### config.mk
export PLATFORM = sky130hd
export DESIGN_NAME = quadratic_probe_hash_table_unit
export DESIGN_NICKNAME = d
export VERILOG_FILES = /design/src/design/qph_pkg.sv /design/src/design/qph_ram.sv /design/src/design/qph_sequencer.sv /design/src/design/qph_datapath.sv /design/src/design/quadratic_probe_hash_table_unit.sv
export SDC_FILE = /design/constraint.sdc
export NUM_CORES = 2
export LEC_CHECK = 0
export ABC_CLOCK_PERIOD_IN_PS = 5500
export BUFFER_PORTS_ARGS = -buffer_cell sky130_fd_sc_hd__buf_2
export CAP_MARGIN = 10
export CORE_AREA = 2 2 497 499
export CTS_BUF_LIST = sky130_fd_sc_hd__clkbuf_4
export DETAILED_ROUTE_END_ITERATION = 6
export DIE_AREA = 0 0 499 501
export PLACE_DENSITY_LB_ADDON = 0.05
export SYNTH_ARGS = -nofsm -noshare
export SYNTH_HDL_FRONTEND = slang
export SYNTH_HIERARCHICAL = 1
export SYNTH_SLANG_ARGS = --single-unit
### constraint.sdc
create_clock -name clock -period 5.5 [get_ports clock]
set_clock_uncertainty 0.2 [all_clocks]
set_input_delay 0.55 -clock clock [delete_from_list [all_inputs] [get_ports clock]]
set_output_delay 0.55 -clock clock [all_outputs]
set_load 0.03 [all_outputs]
### src/design/qph_pkg.sv
package qph_pkg;

   // Default table depth and the slot cap, one above the largest value of the 7-bit size register.
   localparam int TABLE_DEPTH_DEFAULT = 64;
   localparam int MAX_SLOTS           = 128;

   localparam int SIZE_REG_W = 7;
   localparam logic [SIZE_REG_W-1:0] SIZE_RESET = 7'd11;
   localparam int MIN_SIZE = 11;

   localparam int KEY_W     = 31;
   localparam int POS_OUT_W = 6;

   // The remainder unit consumes the key two bits per step, MSB first.
   localparam int KEY_PAD_W = 32;
   localparam int MOD_BITS  = 2;
   localparam int MOD_STEPS = KEY_PAD_W / MOD_BITS;
   localparam int MOD_CNT_W = $clog2(MOD_STEPS);

   localparam int STEP_W = 3;
   localparam logic [STEP_W-1:0] STEP_IDLE  = 3'd0;
   localparam logic [STEP_W-1:0] STEP_MOD   = 3'd1;
   localparam logic [STEP_W-1:0] STEP_SETUP = 3'd2;
   localparam logic [STEP_W-1:0] STEP_READ  = 3'd3;
   localparam logic [STEP_W-1:0] STEP_CHECK = 3'd4;
   localparam logic [STEP_W-1:0] STEP_WRITE = 3'd5;
   localparam logic [STEP_W-1:0] STEP_RESP  = 3'd6;

   localparam int COND_W = 3;
   localparam logic [COND_W-1:0] COND_ALWAYS   = 3'd0;
   localparam logic [COND_W-1:0] COND_REQ      = 3'd1;
   localparam logic [COND_W-1:0] COND_MOD_LAST = 3'd2;
   localparam logic [COND_W-1:0] COND_STOP     = 3'd3;
   localparam logic [COND_W-1:0] COND_RSP      = 3'd4;

   typedef struct packed {
      logic load;
      logic mod_step;
      logic setup;
      logic check;
      logic write;
      logic rsp_valid;
   } ctrl_type;

   typedef struct packed {
      logic mod_last;
      logic probe_stop;
   } status_type;

   typedef struct packed {
      logic [STEP_W-1:0] jump_true;
      logic [STEP_W-1:0] jump_false;
      logic [COND_W-1:0] cond;
      ctrl_type          ctrl;
   } uword_type;

   // Control program: one word per step, branch to jump_true when cond holds.
   function automatic uword_type ucode_rom(input logic [STEP_W-1:0] step);
      uword_type w;
      w            = '0;
      w.jump_true  = STEP_IDLE;
      w.jump_false = STEP_IDLE;
      w.cond       = COND_ALWAYS;
      case (step)
         STEP_IDLE: begin
            w.cond       = COND_REQ;
            w.jump_true  = STEP_MOD;
            w.jump_false = STEP_IDLE;
            w.ctrl.load  = 1'b1;
         end
         STEP_MOD: begin
            w.cond          = COND_MOD_LAST;
            w.jump_true     = STEP_SETUP;
            w.jump_false    = STEP_MOD;
            w.ctrl.mod_step = 1'b1;
         end
         STEP_SETUP: begin
            w.jump_true  = STEP_READ;
            w.ctrl.setup = 1'b1;
         end
         STEP_READ: begin
            w.jump_true = STEP_CHECK;
         end
         STEP_CHECK: begin
            w.cond       = COND_STOP;
            w.jump_true  = STEP_WRITE;
            w.jump_false = STEP_READ;
            w.ctrl.check = 1'b1;
         end
         STEP_WRITE: begin
            w.jump_true  = STEP_RESP;
            w.ctrl.write = 1'b1;
         end
         STEP_RESP: begin
            w.cond           = COND_RSP;
            w.jump_true      = STEP_IDLE;
            w.jump_false     = STEP_RESP;
            w.ctrl.rsp_valid = 1'b1;
         end
         default: begin
            w.jump_true  = STEP_IDLE;
            w.jump_false = STEP_IDLE;
         end
      endcase
      return w;
   endfunction

endpackage

### src/design/qph_ram.sv
module qph_ram #(
   parameter int WIDTH = 31,
   parameter int DEPTH = 64
) (
   input  logic                     clock,
   input  logic                     wr_en,
   input  logic [$clog2(DEPTH)-1:0] wr_addr,
   input  logic [WIDTH-1:0]         wr_data,
   input  logic [$clog2(DEPTH)-1:0] rd_addr,
   output logic [WIDTH-1:0]         rd_data
);

   logic [WIDTH-1:0] mem_ff [DEPTH];
   logic [WIDTH-1:0] rd_data_ff;

   always_ff @(posedge clock) begin
      if (wr_en) begin
         mem_ff[wr_addr] <= wr_data;
      end
      rd_data_ff <= mem_ff[rd_addr];
   end

   assign rd_data = rd_data_ff;

endmodule

### src/design/qph_sequencer.sv
module qph_sequencer (
   input  logic                clock,
   input  logic                reset,
   input  logic                req_tvalid,
   input  logic                rsp_tready,
   input  qph_pkg::status_type status,
   output qph_pkg::ctrl_type   ctrl
);

   logic [qph_pkg::STEP_W-1:0] step_ff;
   logic [qph_pkg::STEP_W-1:0] step_in;
   qph_pkg::uword_type         word;
   logic                       cond_true;

   assign word = qph_pkg::ucode_rom(step_ff);
   assign ctrl = word.ctrl;

   always_comb begin
      case (word.cond)
         qph_pkg::COND_ALWAYS:   cond_true = 1'b1;
         qph_pkg::COND_REQ:      cond_true = req_tvalid;
         qph_pkg::COND_MOD_LAST: cond_true = status.mod_last;
         qph_pkg::COND_STOP:     cond_true = status.probe_stop;
         qph_pkg::COND_RSP:      cond_true = rsp_tready;
         default:                cond_true = 1'b1;
      endcase
      step_in = cond_true ? word.jump_true : word.jump_false;
   end

   always_ff @(posedge clock) begin
      if (reset) begin
         step_ff <= qph_pkg::STEP_IDLE;
      end else begin
         step_ff <= step_in;
      end
   end

`ifndef SYNTHESIS
   // The slot write step is reached only from a probe check that stopped.
   assert property (@(posedge clock) disable iff (reset)
      step_ff == qph_pkg::STEP_WRITE |-> $past(step_ff) == qph_pkg::STEP_CHECK)
      else $error("write step entered without a finished probe");
`endif

endmodule

### src/design/qph_datapath.sv
module qph_datapath #(
   parameter int TABLE_DEPTH = qph_pkg::TABLE_DEPTH_DEFAULT
) (
   input  logic                            clock,
   input  logic                            reset,
   input  logic                            csr_valid,
   input  logic [qph_pkg::SIZE_REG_W-1:0]  csr_data,
   input  logic                            req_tvalid,
   input  logic                            req_command,
   input  logic [qph_pkg::KEY_W-1:0]       req_key,
   input  qph_pkg::ctrl_type               ctrl,
   output qph_pkg::status_type             status,
   output logic [qph_pkg::POS_OUT_W-1:0]   position,
   output logic                            found,
   output logic                            stored,
   output logic                            full_res
);

   // Slots beyond what the size register can select are never used.
   localparam int SLOT_COUNT = (TABLE_DEPTH < qph_pkg::MAX_SLOTS) ?
                               TABLE_DEPTH : qph_pkg::MAX_SLOTS;
   localparam int POS_W  = $clog2(SLOT_COUNT);
   localparam int SIZE_W = $clog2(SLOT_COUNT + 1);
   localparam int EXT_W  = SIZE_W + 1;
   localparam int SAT_W  = qph_pkg::SIZE_REG_W + 1;
   localparam logic [SAT_W-1:0] MIN_EXT  = SAT_W'(qph_pkg::MIN_SIZE);
   localparam logic [SAT_W-1:0] SLOT_EXT = SAT_W'(SLOT_COUNT);

   logic [qph_pkg::SIZE_REG_W-1:0] table_size_ff, table_size_in;
   logic [SLOT_COUNT-1:0]          valid_ff, valid_in;

   logic                           cmd_ff, cmd_in;
   logic [qph_pkg::KEY_W-1:0]      key_ff, key_in;
   logic [qph_pkg::KEY_PAD_W-1:0]  key_sh_ff, key_sh_in;
   logic [qph_pkg::MOD_CNT_W-1:0]  mod_cnt_ff, mod_cnt_in;
   logic [POS_W-1:0]               rem_ff, rem_in;
   logic [POS_W-1:0]               pos_ff, pos_in;
   logic [POS_W-1:0]               off_ff, off_in;
   logic [SIZE_W-1:0]              probe_ff, probe_in;
   logic                           found_ff, found_in;
   logic                           empty_ff, empty_in;

   logic [SAT_W-1:0]               size_sat;
   logic [SIZE_W-1:0]              size;
   logic [EXT_W-1:0]               size_ext;
   logic [POS_W-1:0]               rem_step;
   logic [EXT_W-1:0]               t;
   logic [EXT_W-1:0]               pos_sum;
   logic [EXT_W-1:0]               off_sum;
   logic [POS_W-1:0]               pos_next;
   logic [POS_W-1:0]               off_next;
   logic [qph_pkg::KEY_W-1:0]      rd_key;
   logic                           slot_valid;
   logic                           hit;
   logic                           probe_last;
   logic                           stop;
   logic                           wr_en;
   logic [POS_W+qph_pkg::POS_OUT_W-1:0] pos_wide;

   // Effective size is the register saturated into the usable range.
   always_comb begin
      size_sat = {1'b0, table_size_ff};
      if (size_sat < MIN_EXT) begin
         size_sat = MIN_EXT;
      end
      if (size_sat > SLOT_EXT) begin
         size_sat = SLOT_EXT;
      end
   end
   assign size     = size_sat[SIZE_W-1:0];
   assign size_ext = EXT_W'(size);

   // Restoring remainder, two key bits per step.
   always_comb begin
      rem_step = rem_ff;
      t        = '0;
      for (int i = 0; i < qph_pkg::MOD_BITS; i++) begin
         t = EXT_W'({rem_step, key_sh_ff[qph_pkg::KEY_PAD_W-1-i]});
         if (t >= size_ext) begin
            t = t - size_ext;
         end
         rem_step = t[POS_W-1:0];
      end
   end

   // Next probe slot and next offset (the offset plus two), both kept below the size.
   always_comb begin
      pos_sum = EXT_W'(pos_ff) + EXT_W'(off_ff);
      if (pos_sum >= size_ext) begin
         pos_sum = pos_sum - size_ext;
      end
      off_sum = EXT_W'(off_ff) + EXT_W'(2);
      if (off_sum >= size_ext) begin
         off_sum = off_sum - size_ext;
      end
   end
   assign pos_next = pos_sum[POS_W-1:0];
   assign off_next = off_sum[POS_W-1:0];

   assign slot_valid = valid_ff[pos_ff];
   assign hit        = slot_valid && (rd_key == key_ff);
   assign probe_last = (probe_ff == size);
   assign stop       = !slot_valid || hit || probe_last;
   assign wr_en      = ctrl.write && empty_ff && cmd_ff;

   assign status.mod_last   = (mod_cnt_ff == qph_pkg::MOD_CNT_W'(qph_pkg::MOD_STEPS - 1));
   assign status.probe_stop = stop;

   always_comb begin
      table_size_in = table_size_ff;
      if (csr_valid) begin
         table_size_in = csr_data;
      end
      valid_in = valid_ff;
      if (wr_en) begin
         valid_in[pos_ff] = 1'b1;
      end
   end

   always_comb begin
      cmd_in     = cmd_ff;
      key_in     = key_ff;
      key_sh_in  = key_sh_ff;
      mod_cnt_in = mod_cnt_ff;
      rem_in     = rem_ff;
      pos_in     = pos_ff;
      off_in     = off_ff;
      probe_in   = probe_ff;
      found_in   = found_ff;
      empty_in   = empty_ff;
      if (ctrl.load && req_tvalid) begin
         cmd_in     = req_command;
         key_in     = req_key;
         key_sh_in  = qph_pkg::KEY_PAD_W'(req_key);
         mod_cnt_in = '0;
         rem_in     = '0;
      end
      if (ctrl.mod_step) begin
         key_sh_in  = key_sh_ff << qph_pkg::MOD_BITS;
         mod_cnt_in = mod_cnt_ff + qph_pkg::MOD_CNT_W'(1);
         rem_in     = rem_step;
      end
      if (ctrl.setup) begin
         pos_in   = rem_ff;
         off_in   = POS_W'(1);
         probe_in = SIZE_W'(1);
      end
      if (ctrl.check) begin
         if (stop) begin
            found_in = hit;
            empty_in = !slot_valid;
         end else begin
            pos_in   = pos_next;
            off_in   = off_next;
            probe_in = probe_ff + SIZE_W'(1);
         end
      end
   end

   always_ff @(posedge clock) begin
      if (reset) begin
         table_size_ff <= qph_pkg::SIZE_RESET;
         valid_ff      <= '0;
      end else begin
         table_size_ff <= table_size_in;
         valid_ff      <= valid_in;
      end
   end

   always_ff @(posedge clock) begin
      cmd_ff     <= cmd_in;
      key_ff     <= key_in;
      key_sh_ff  <= key_sh_in;
      mod_cnt_ff <= mod_cnt_in;
      rem_ff     <= rem_in;
      pos_ff     <= pos_in;
      off_ff     <= off_in;
      probe_ff   <= probe_in;
      found_ff   <= found_in;
      empty_ff   <= empty_in;
   end

   qph_ram #(
      .WIDTH(qph_pkg::KEY_W),
      .DEPTH(SLOT_COUNT)
   ) u_key_ram (
      .clock  (clock),
      .wr_en  (wr_en),
      .wr_addr(pos_ff),
      .wr_data(key_ff),
      .rd_addr(pos_ff),
      .rd_data(rd_key)
   );

   assign pos_wide = {{qph_pkg::POS_OUT_W{1'b0}}, pos_ff};
   assign position = pos_wide[qph_pkg::POS_OUT_W-1:0];
   assign found    = found_ff;
   assign stored   = empty_ff && cmd_ff;
   assign full_res = !found_ff && !empty_ff;

`ifndef SYNTHESIS
   assert property (@(posedge clock) disable iff (reset)
      ctrl.check |-> (EXT_W'(pos_ff) < size_ext) && (EXT_W'(off_ff) < size_ext))
      else $error("probe slot or offset outside the table");
   assert property (@(posedge clock) disable iff (reset)
      ctrl.check |-> (probe_ff != '0) && (probe_ff <= size))
      else $error("probe count out of range");
   assert property (@(posedge clock) disable iff (reset)
      wr_en |-> !valid_ff[pos_ff])
      else $error("insert overwrites an occupied slot");
`endif

endmodule

### src/design/quadratic_probe_hash_table_unit.sv
// After a request word is taken, the sequencer runs the 16-step remainder loop and a
// setup step, then a read and a compare step for each of the P slots probed (1 to the
// table size), then a write step, and then offers the result. The next request word
// is taken only once the result has been taken.
// Reset (synchronous, active high) empties every slot at once and sets the size to 11.
// Slot keys are not cleared; an entry is compared only while its slot is valid.
module quadratic_probe_hash_table_unit #(
   parameter int TABLE_DEPTH = qph_pkg::TABLE_DEPTH_DEFAULT
) (
   input  logic        clock,
   input  logic        reset,
   // Size register write channel.
   input  logic        csr_valid,
   output logic        csr_ready,
   input  logic [6:0]  csr_data,     // table_size
   // Request channel.
   input  logic        req_tvalid,
   output logic        req_tready,
   input  logic [31:0] req_tdata,    // [30:0] key, [31] zero fill
   input  logic [0:0]  req_tuser,    // [0] command: 0 find, 1 insert
   // Result channel.
   output logic        rsp_tvalid,
   input  logic        rsp_tready,
   output logic [15:0] rsp_tdata     // [5:0] position, [6] found, [7] stored,
                                     // [8] full_res, [15:9] zero fill
);

   // The sequencer steps through a short control program: take a request, run
   // the remainder loop, then alternate slot read and compare until the walk
   // stops, write the slot on a successful insert, and hold the result until
   // the consumer takes it. Only one request is in flight at a time.
   qph_pkg::ctrl_type   ctrl;
   qph_pkg::status_type status;

   logic [qph_pkg::POS_OUT_W-1:0] position;
   logic                          found;
   logic                          stored;
   logic                          full_res;

   qph_sequencer u_sequencer (
      .clock     (clock),
      .reset     (reset),
      .req_tvalid(req_tvalid),
      .rsp_tready(rsp_tready),
      .status    (status),
      .ctrl      (ctrl)
   );

   qph_datapath #(
      .TABLE_DEPTH(TABLE_DEPTH)
   ) u_datapath (
      .clock      (clock),
      .reset      (reset),
      .csr_valid  (csr_valid),
      .csr_data   (csr_data),
      .req_tvalid (req_tvalid),
      .req_command(req_tuser[0]),
      .req_key    (req_tdata[qph_pkg::KEY_W-1:0]),
      .ctrl       (ctrl),
      .status     (status),
      .position   (position),
      .found      (found),
      .stored     (stored),
      .full_res   (full_res)
   );

   // The size register takes a write in any cycle out of reset; it is meant to
   // be written only while no request is in flight. Neither input channel
   // reports ready while reset is held, since nothing is taken then.
   assign csr_ready  = !reset;
   assign req_tready = ctrl.load && !reset;
   assign rsp_tvalid = ctrl.rsp_valid;
   assign rsp_tdata  = {7'b0, full_res, stored, found, position};

endmodule

* After elaboration in Yosys (flattened, before gate mapping)
Memories as Yosys holds them, arrays and structs flattened. A register that Yosys moved wholly into a read port is not among the register bits.
Index checks and enable logic that the tools add are counted.
** Storage, ports and cells
- Output and inout bits :: 19
- Register bits :: 169
- Memories kept :: 1
- Bits in writable memories :: 1984
** Operators by class
- $add $sub $neg :: 8
- $lt $le $gt $ge :: 8
- Bitwise logic cells :: 1
- Mux-type cells :: 38
- Reductions and logical operators :: 17
- Equal/unequal tests :: 13
** Memory list
- u_datapath.u_key_ram.mem_ff :: depth 64, bits a word 31, rd ports 1, clocked after Yosys merged registers in 1, wr ports 1, RTL line qph_ram.sv:13 : logic [WIDTH-1:0] mem_ff [DEPTH];
** Operator list (number)
- 6-bit 2-to-1 mux :: 12
- 32-bit 2-to-1 mux :: 2
- 64-bit OR :: 1
- 7-bit 2-to-1 mux :: 5
- 31-bit equality test :: 1
- 7-bit >= comparator :: 4
- 6-bit subtractor :: 4
- 3-bit one-hot mux with 6 select lines :: 1
- 3-bit by 2-bit equality test with 1-bit output, second input constant :: 4
- 3-bit equality test, second input constant :: 4
- 3-bit one-hot mux with 4 select lines :: 1
- 1-bit 2-to-1 mux :: 10
- 3-bit one-hot mux with 3 select lines :: 1
- 1-bit logical AND :: 8
- 4-bit 2-to-1 mux :: 2
- 6-bit by 2-bit adder with 7-bit output, second input constant :: 1
- 6-bit by 6-bit adder with 7-bit output :: 1
- 7-bit by 1-bit adder with 7-bit output, second input constant :: 1
- 7-bit equality test :: 1
- 7-bit > comparator, second input constant :: 1
- 6-bit by 7-bit < comparator with 1-bit output, second input constant :: 1
- 7-bit by 4-bit < comparator with 1-bit output, second input constant :: 1
- 1-bit binary-select mux with 6-bit select :: 1
- 1-bit demux with 6-bit select :: 1
- 11 further kinds :: 16

* Logic depth before layout (Yosys ltp)
- Depth after elaboration :: 9
- Depth in mapped cells :: 23
- Depth with buffers taken out :: 21

* Hierarchy
The synthesis kept the hierarchy.
** By module, submodules not included
- qph_ram :: times used 1, area an instance 76305.7 µm², seq. area each 60197.7 µm², cells each 3418
- qph_datapath :: times used 1, area an instance 8710.9 µm², seq. area each 4073.9 µm², cells each 902
- qph_sequencer :: times used 1, area an instance 230.2 µm², seq. area each 60.1 µm², cells each 28
- quadratic_probe_hash_table_unit :: times used 1, area an instance 88.8 µm², seq. area each 0.0 µm², cells each 13

* Least setup slack after synthesis
No wires, ideal clock.
- Path kind :: reg-to-reg
- Start :: register u_datapath/table_size_ff[2] (netlist bit)
- End :: register u_datapath.rem_ff[3] (data pin)
- Buffers on the path :: 1
- Setup slack :: 365 ps
- Library setup time :: 176 ps
- Clock period less this slack :: 5135 ps
- Cell stages (with the launch flop) :: 22
- Data arrival time :: 4759 ps
- Data required time :: 5124 ps
- Cells stage by stage :: dfxtp_1 -> a211oi_1 -> o21ai_0 -> ha_1 -> nor2b_1 -> o21ai_0 -> a21boi_0 -> o21a_1 -> o21a_1 -> o21ai_0 -> a21o_1 -> nand2_1 -> ha_1 -> nor2b_1 -> o21ai_0 -> a21oi_1 -> o21ai_0 -> a21boi_0 -> o22ai_1 -> clkbuf_1 -> nand2_1 -> o32ai_1
** Between the ends
- Cells in the longest elaborated chain, start to end :: 9
** RTL lines
- from (decl) :: RTL line qph_datapath.sv:29 : logic [qph_pkg::SIZE_REG_W-1:0] table_size_ff, table_size_in;
- from (signal assigned) :: RTL line qph_datapath.sv:162 : table_size_ff <= qph_pkg::SIZE_RESET;
- from (signal assigned) :: RTL line qph_datapath.sv:165 : table_size_ff <= table_size_in;
- 7-bit by 4-bit < comparator with 1-bit output :: RTL line qph_datapath.sv:63 : if (size_sat < MIN_EXT) begin
- 7-bit 2-to-1 mux * :: RTL line qph_datapath.sv:63
- 7-bit > comparator :: RTL line qph_datapath.sv:66 : if (size_sat > SLOT_EXT) begin
- 7-bit 2-to-1 mux * :: RTL line qph_datapath.sv:66
- 6-bit subtractor / 7-bit >= comparator (equally long branches) :: RTL line qph_datapath.sv:80, qph_datapath.sv:79
- 6-bit 2-to-1 mux :: RTL line qph_datapath.sv:79 : if (t >= size_ext) begin
- 6-bit subtractor / 7-bit >= comparator (equally long branches) :: RTL line qph_datapath.sv:80, qph_datapath.sv:79
- 6-bit 2-to-1 mux * :: RTL line qph_datapath.sv:79
- 6-bit 2-to-1 mux * :: RTL line qph_datapath.sv:138 : if (ctrl.mod_step) begin
- to (signal assigned) :: RTL line qph_datapath.sv:175 : rem_ff <= rem_in;
- to (decl) :: RTL line qph_datapath.sv:36 : logic [POS_W-1:0] rem_ff, rem_in;
Every way passes the cells marked *; elsewhere a longest branch is shown, timed or not.
A chain may end at the register's enable or synchronous reset.

* Final worst setup path
- Start :: register u_datapath/table_size_ff[5] (netlist bit)
- End :: register u_datapath.rem_ff[2] (data pin)
Same word-level chain as after synthesis.

==> run_results.csv <==
group,metric,value,unit
outcome,status,"completed",
timing,max_slew_margin,21.1,%
clock_network,path_clk_slew,0.07,ns
placement,dpl.hpwl,150,mm
floorplan,fp.dieW,499,microns
logic_synthesis,synth_flop_cell,"edfxtp_1",
floorplan,start_util,34.9,%
placement,globalplace.congestion,0.821,
critical_path,required,6.37,ns
critical_path,critPathKind,"reg -> reg",
floorplan,core_area,245000,sq um
critical_path,ff2ff_setup_slack,0.52,ns
logic_synthesis,ys.warnings.count,6,
clock_network,clockRootBuffer,"clkbuf_4",
logic_synthesis,synthArstFlopShare,0,%
logic_synthesis,synthCells,4361,
logic_synthesis,yosysSeqAreaShare,75.4,%
final_layout,syn_to_final_growth,16.8,%
critical_path,worst-r2r-cell-count,21,
pwr,p_leak,32.6,nW
critical_path,critPathMaxFanout,10,
clock_network,post_cts.repair.setup_buffers,0,
floorplan,die_area,250000,sq um
logic_synthesis,ys_types,72,
routing,wl,259,mm
routing,antenna_left,0,
global_route,grt_pass1_vias,47842,
timing,fin_crit_sh,90.5,%
floorplan,rows,182,
critical_path,cp.depth,21,
worst_hold_path,hold_path.class,"in -> reg",
clock_network,h-tree-depth,6,
critical_path,cpMostUsedCell,"o21ai_0",
global_route,gr-usage-all-layers,20.6,%
timing,setup_viol,0,
routing,drtIter0Drc,4097,
logic_synthesis,ys_seq_elements,2184,
floorplan,die_y,501,microns
routing,routed_via_density,5.23,
final_layout,fill_cells,22175,
pwr,powerDensity,476,nW/um^2
worst_hold_path,min_from,"req_tdata[16]",
timing,rsz0062_at_grt,"false",
floorplan,ioPinCount,64,
flow_run,maxCapViolCount,0,
clock_network,cts_buffers,624,
logic_synthesis,synth_top_area_share,72.5,%
logic_synthesis,synth_area,85300,sq um
critical_path,cp_slowest_cell,"dfxtp_1",
final_layout,final_area,99700,sq um
timing,tightest_slew,1.17,ns
critical_path,critical_path.cell_chain,"or3_4, o41ai_4, nand2_1, ha_1, o21ai_0, a21boi_1, o21a_1, o21a_1, o21ai_2, a21o_1, nand2_1, ha_1, nor2b_1, o21ai_1, a21oi_1, o21ai_0, a21boi_0, o22ai_2, buf_4, o21ai_0, a21oi_1",
timing,max_freq,0.201,GHz
pwr,ir_drop,0.365,mV
clock_network,cts_tree,"done",
critical_path,arrival,5.85,ns
routing,avgRoutedWirePerCell,29.4,microns
worst_hold_path,whs_path_depth,3,
global_route,grt_pass1_wl,363,mm
timing,fin_tns_setup,0,ns
routing,drc,0,
timing,fin_crit,4.98,ns
critical_path,crit_buf_inv,1,
logic_synthesis,synthTopCellsByArea,"edfxtp_1, mux4_2, mux2i_1, dfxtp_1, a22oi_1",
routing,vias,45977,
global_route,grt_max_degree,81,
logic_synthesis,yosysTopAreaCell,"edfxtp_1",
logic_synthesis,synth_edf_count,2059,
routing,firstDrtPassIters,5,
timing,hold_viol,0,
critical_path,worstSetupEndpointType,"register",
placement,port_buffers,55,
clock_network,clock-sinks,2184,
critical_path,critPathLaunchType,"register",
global_route,antenna_found_initial,29,
timing,slew_viol_final,0,
critical_path,cpPeakStageDelay,0.42,ns
placement,placed_area,90800,sq um
clock_network,insertion_delay,1.43,ns
critical_path,r2r-start,"u_datapath/table_size_ff[5]",
clock_network,clockBufferDepth,4,
final_layout,layout.nets,5214,
critical_path,crit_family,"compound AO/OA/AOI/OAI gates",
global_route,grt-ovfl-total,0,
logic_synthesis,avgSynthCellArea,19.6,sq um
critical_path,crit_path_start,"u_datapath/table_size_ff[5]",
final_layout,drive_above_1_share,32.4,%
[Yosys cell counts, types with 7 or more instances]
cell type	n
edfxtp_1	2059
mux4_2	411
mux2i_1	317
nor2_1	188
dfxtp_1	125
clkbuf_1	112
o21ai_0	109
a22oi_1	107
nand2_1	106
o22ai_1	89
a21oi_1	84
buf_2	83
a31oi_1	59
buf_4	44
ha_1	37
and3_1	35
xnor2_1	35
inv_1	32
a21o_1	30
o31ai_1	28
nor2b_1	27
nor3_1	23
mux2_2	20
nand3_1	19
xor2_1	19
buf_1	14
nand2b_1	13
nand3b_1	11
and2_1	9
nand4_1	9
or3_1	8
a211oi_1	7
[stage by stage]
stage               util, %  power, W  hold slack, ns  cells  setup slack [ns]
global route           40.7    0.0498          0.0567   8789            0.0518
global placement       37.1    0.0330           0.238   7620             0.173
CTS                    40.7    0.0483         0.00176   8781             0.179
finish                 40.7    0.0474           0.220   8791             0.525
floorplan                 -    0.0276           0.223   4367             0.365
detailed placement     37.1    0.0330           0.235   7620             0.261
[layer usage]
layer  GRT usage, %  up-vias  share of wire (%)
li1               -    19828                  -
met1           28.4    24287                 44
met2           32.8     1513                 48
met3           4.54      349                6.4
met4           5.96        0                2.1
met5              0        -                  0
[worst min-delay path: stages]
cell	delay (ns)
dlygate4sd3_1	0.51
buf_2	0.09
dlygate4sd3_1	0.56
[flip-flops by register name (all words and copies together) (netlist names), 7 cells and up]
signal                        flops
u_datapath/key_ff                31
u_datapath/key_sh_ff             32
u_datapath/probe_ff               7
u_datapath/table_size_ff          7
u_datapath/u_key_ram/mem_ff    1984
u_datapath/u_key_ram/rd_data     31
u_datapath/valid_ff              64
[worst paths after layout]
kind,endpoint
setup reg to reg,u_datapath/rem_ff[2]
setup / recovery,u_datapath/rem_ff[2]
hold reg to reg,u_datapath/valid_ff[17]
hold / removal,u_datapath/key_ff[16]
[area by class of cell]
| type | count | area [sq um] | share of cell area [%] |
|---|---|---|---|
| flip-flops and latches | 2184 | 64300 | 64.6 |
| multi-input cells | 1891 | 20100 | 20.2 |
| clock buffers | 941 | 7060 | 7.09 |
| well taps | 3220 | 4030 | 4.04 |
| repair buffers | 393 | 3200 | 3.21 |
| clock inverters | 120 | 732 | 0.734 |
| inverters | 33 | 124 | 0.124 |
| diodes | 9 | 22.5 | 0.0226 |
[cell usage in the layout (no fill, tap or decap), types with 106 or more instances in the layout]
master | synthesis | layout
mux4_2 | 411 | 411
nand2_1 | 106 | 106
o21ai_0 | 109 | 106
a22oi_1 | 107 | 107
clkbuf_4 | 0 | 941
nor2_1 | 188 | 124
dfxtp_1 | 125 | 119
edfxtp_1 | 2059 | 2059
mux2i_1 | 317 | 317
buf_4 | 44 | 227
[kinds of logic after synthesis]
| family | after synthesis | synth area share (%) |
|---|---|---|
| compound gates | 564 | 4.27 |
| xor+xnor | 54 | 0.554 |
| fa+ha+maj | 42 | 0.660 |
| buf+inv | 292 | 1.65 |
| flops | 2184 | 75.4 |
| mux | 748 | 14.8 |
| other cells | 1 | 0.00439 |
| simple gates | 476 | 2.65 |
[what timing repair did]
| item | in CTS | in global routing |
|---|---|---|
| setup endpoints to repair | 0 | 6 |
| endpoints found under the hold margin | 169 | 0 |
| hold buffers | 100 | 0 |
| resized for setup | 0 | 5 |
[report_power, final]
group,leakage (nW),total [W],internal (W),switching [W]
Sequential,19.6,0.0192,0.0186,0.000602
Clock,4.68,0.0150,0.00816,0.00685
Combinational,8.31,0.0132,0.00524,0.00798
Power figures use the tool's default switching activity.
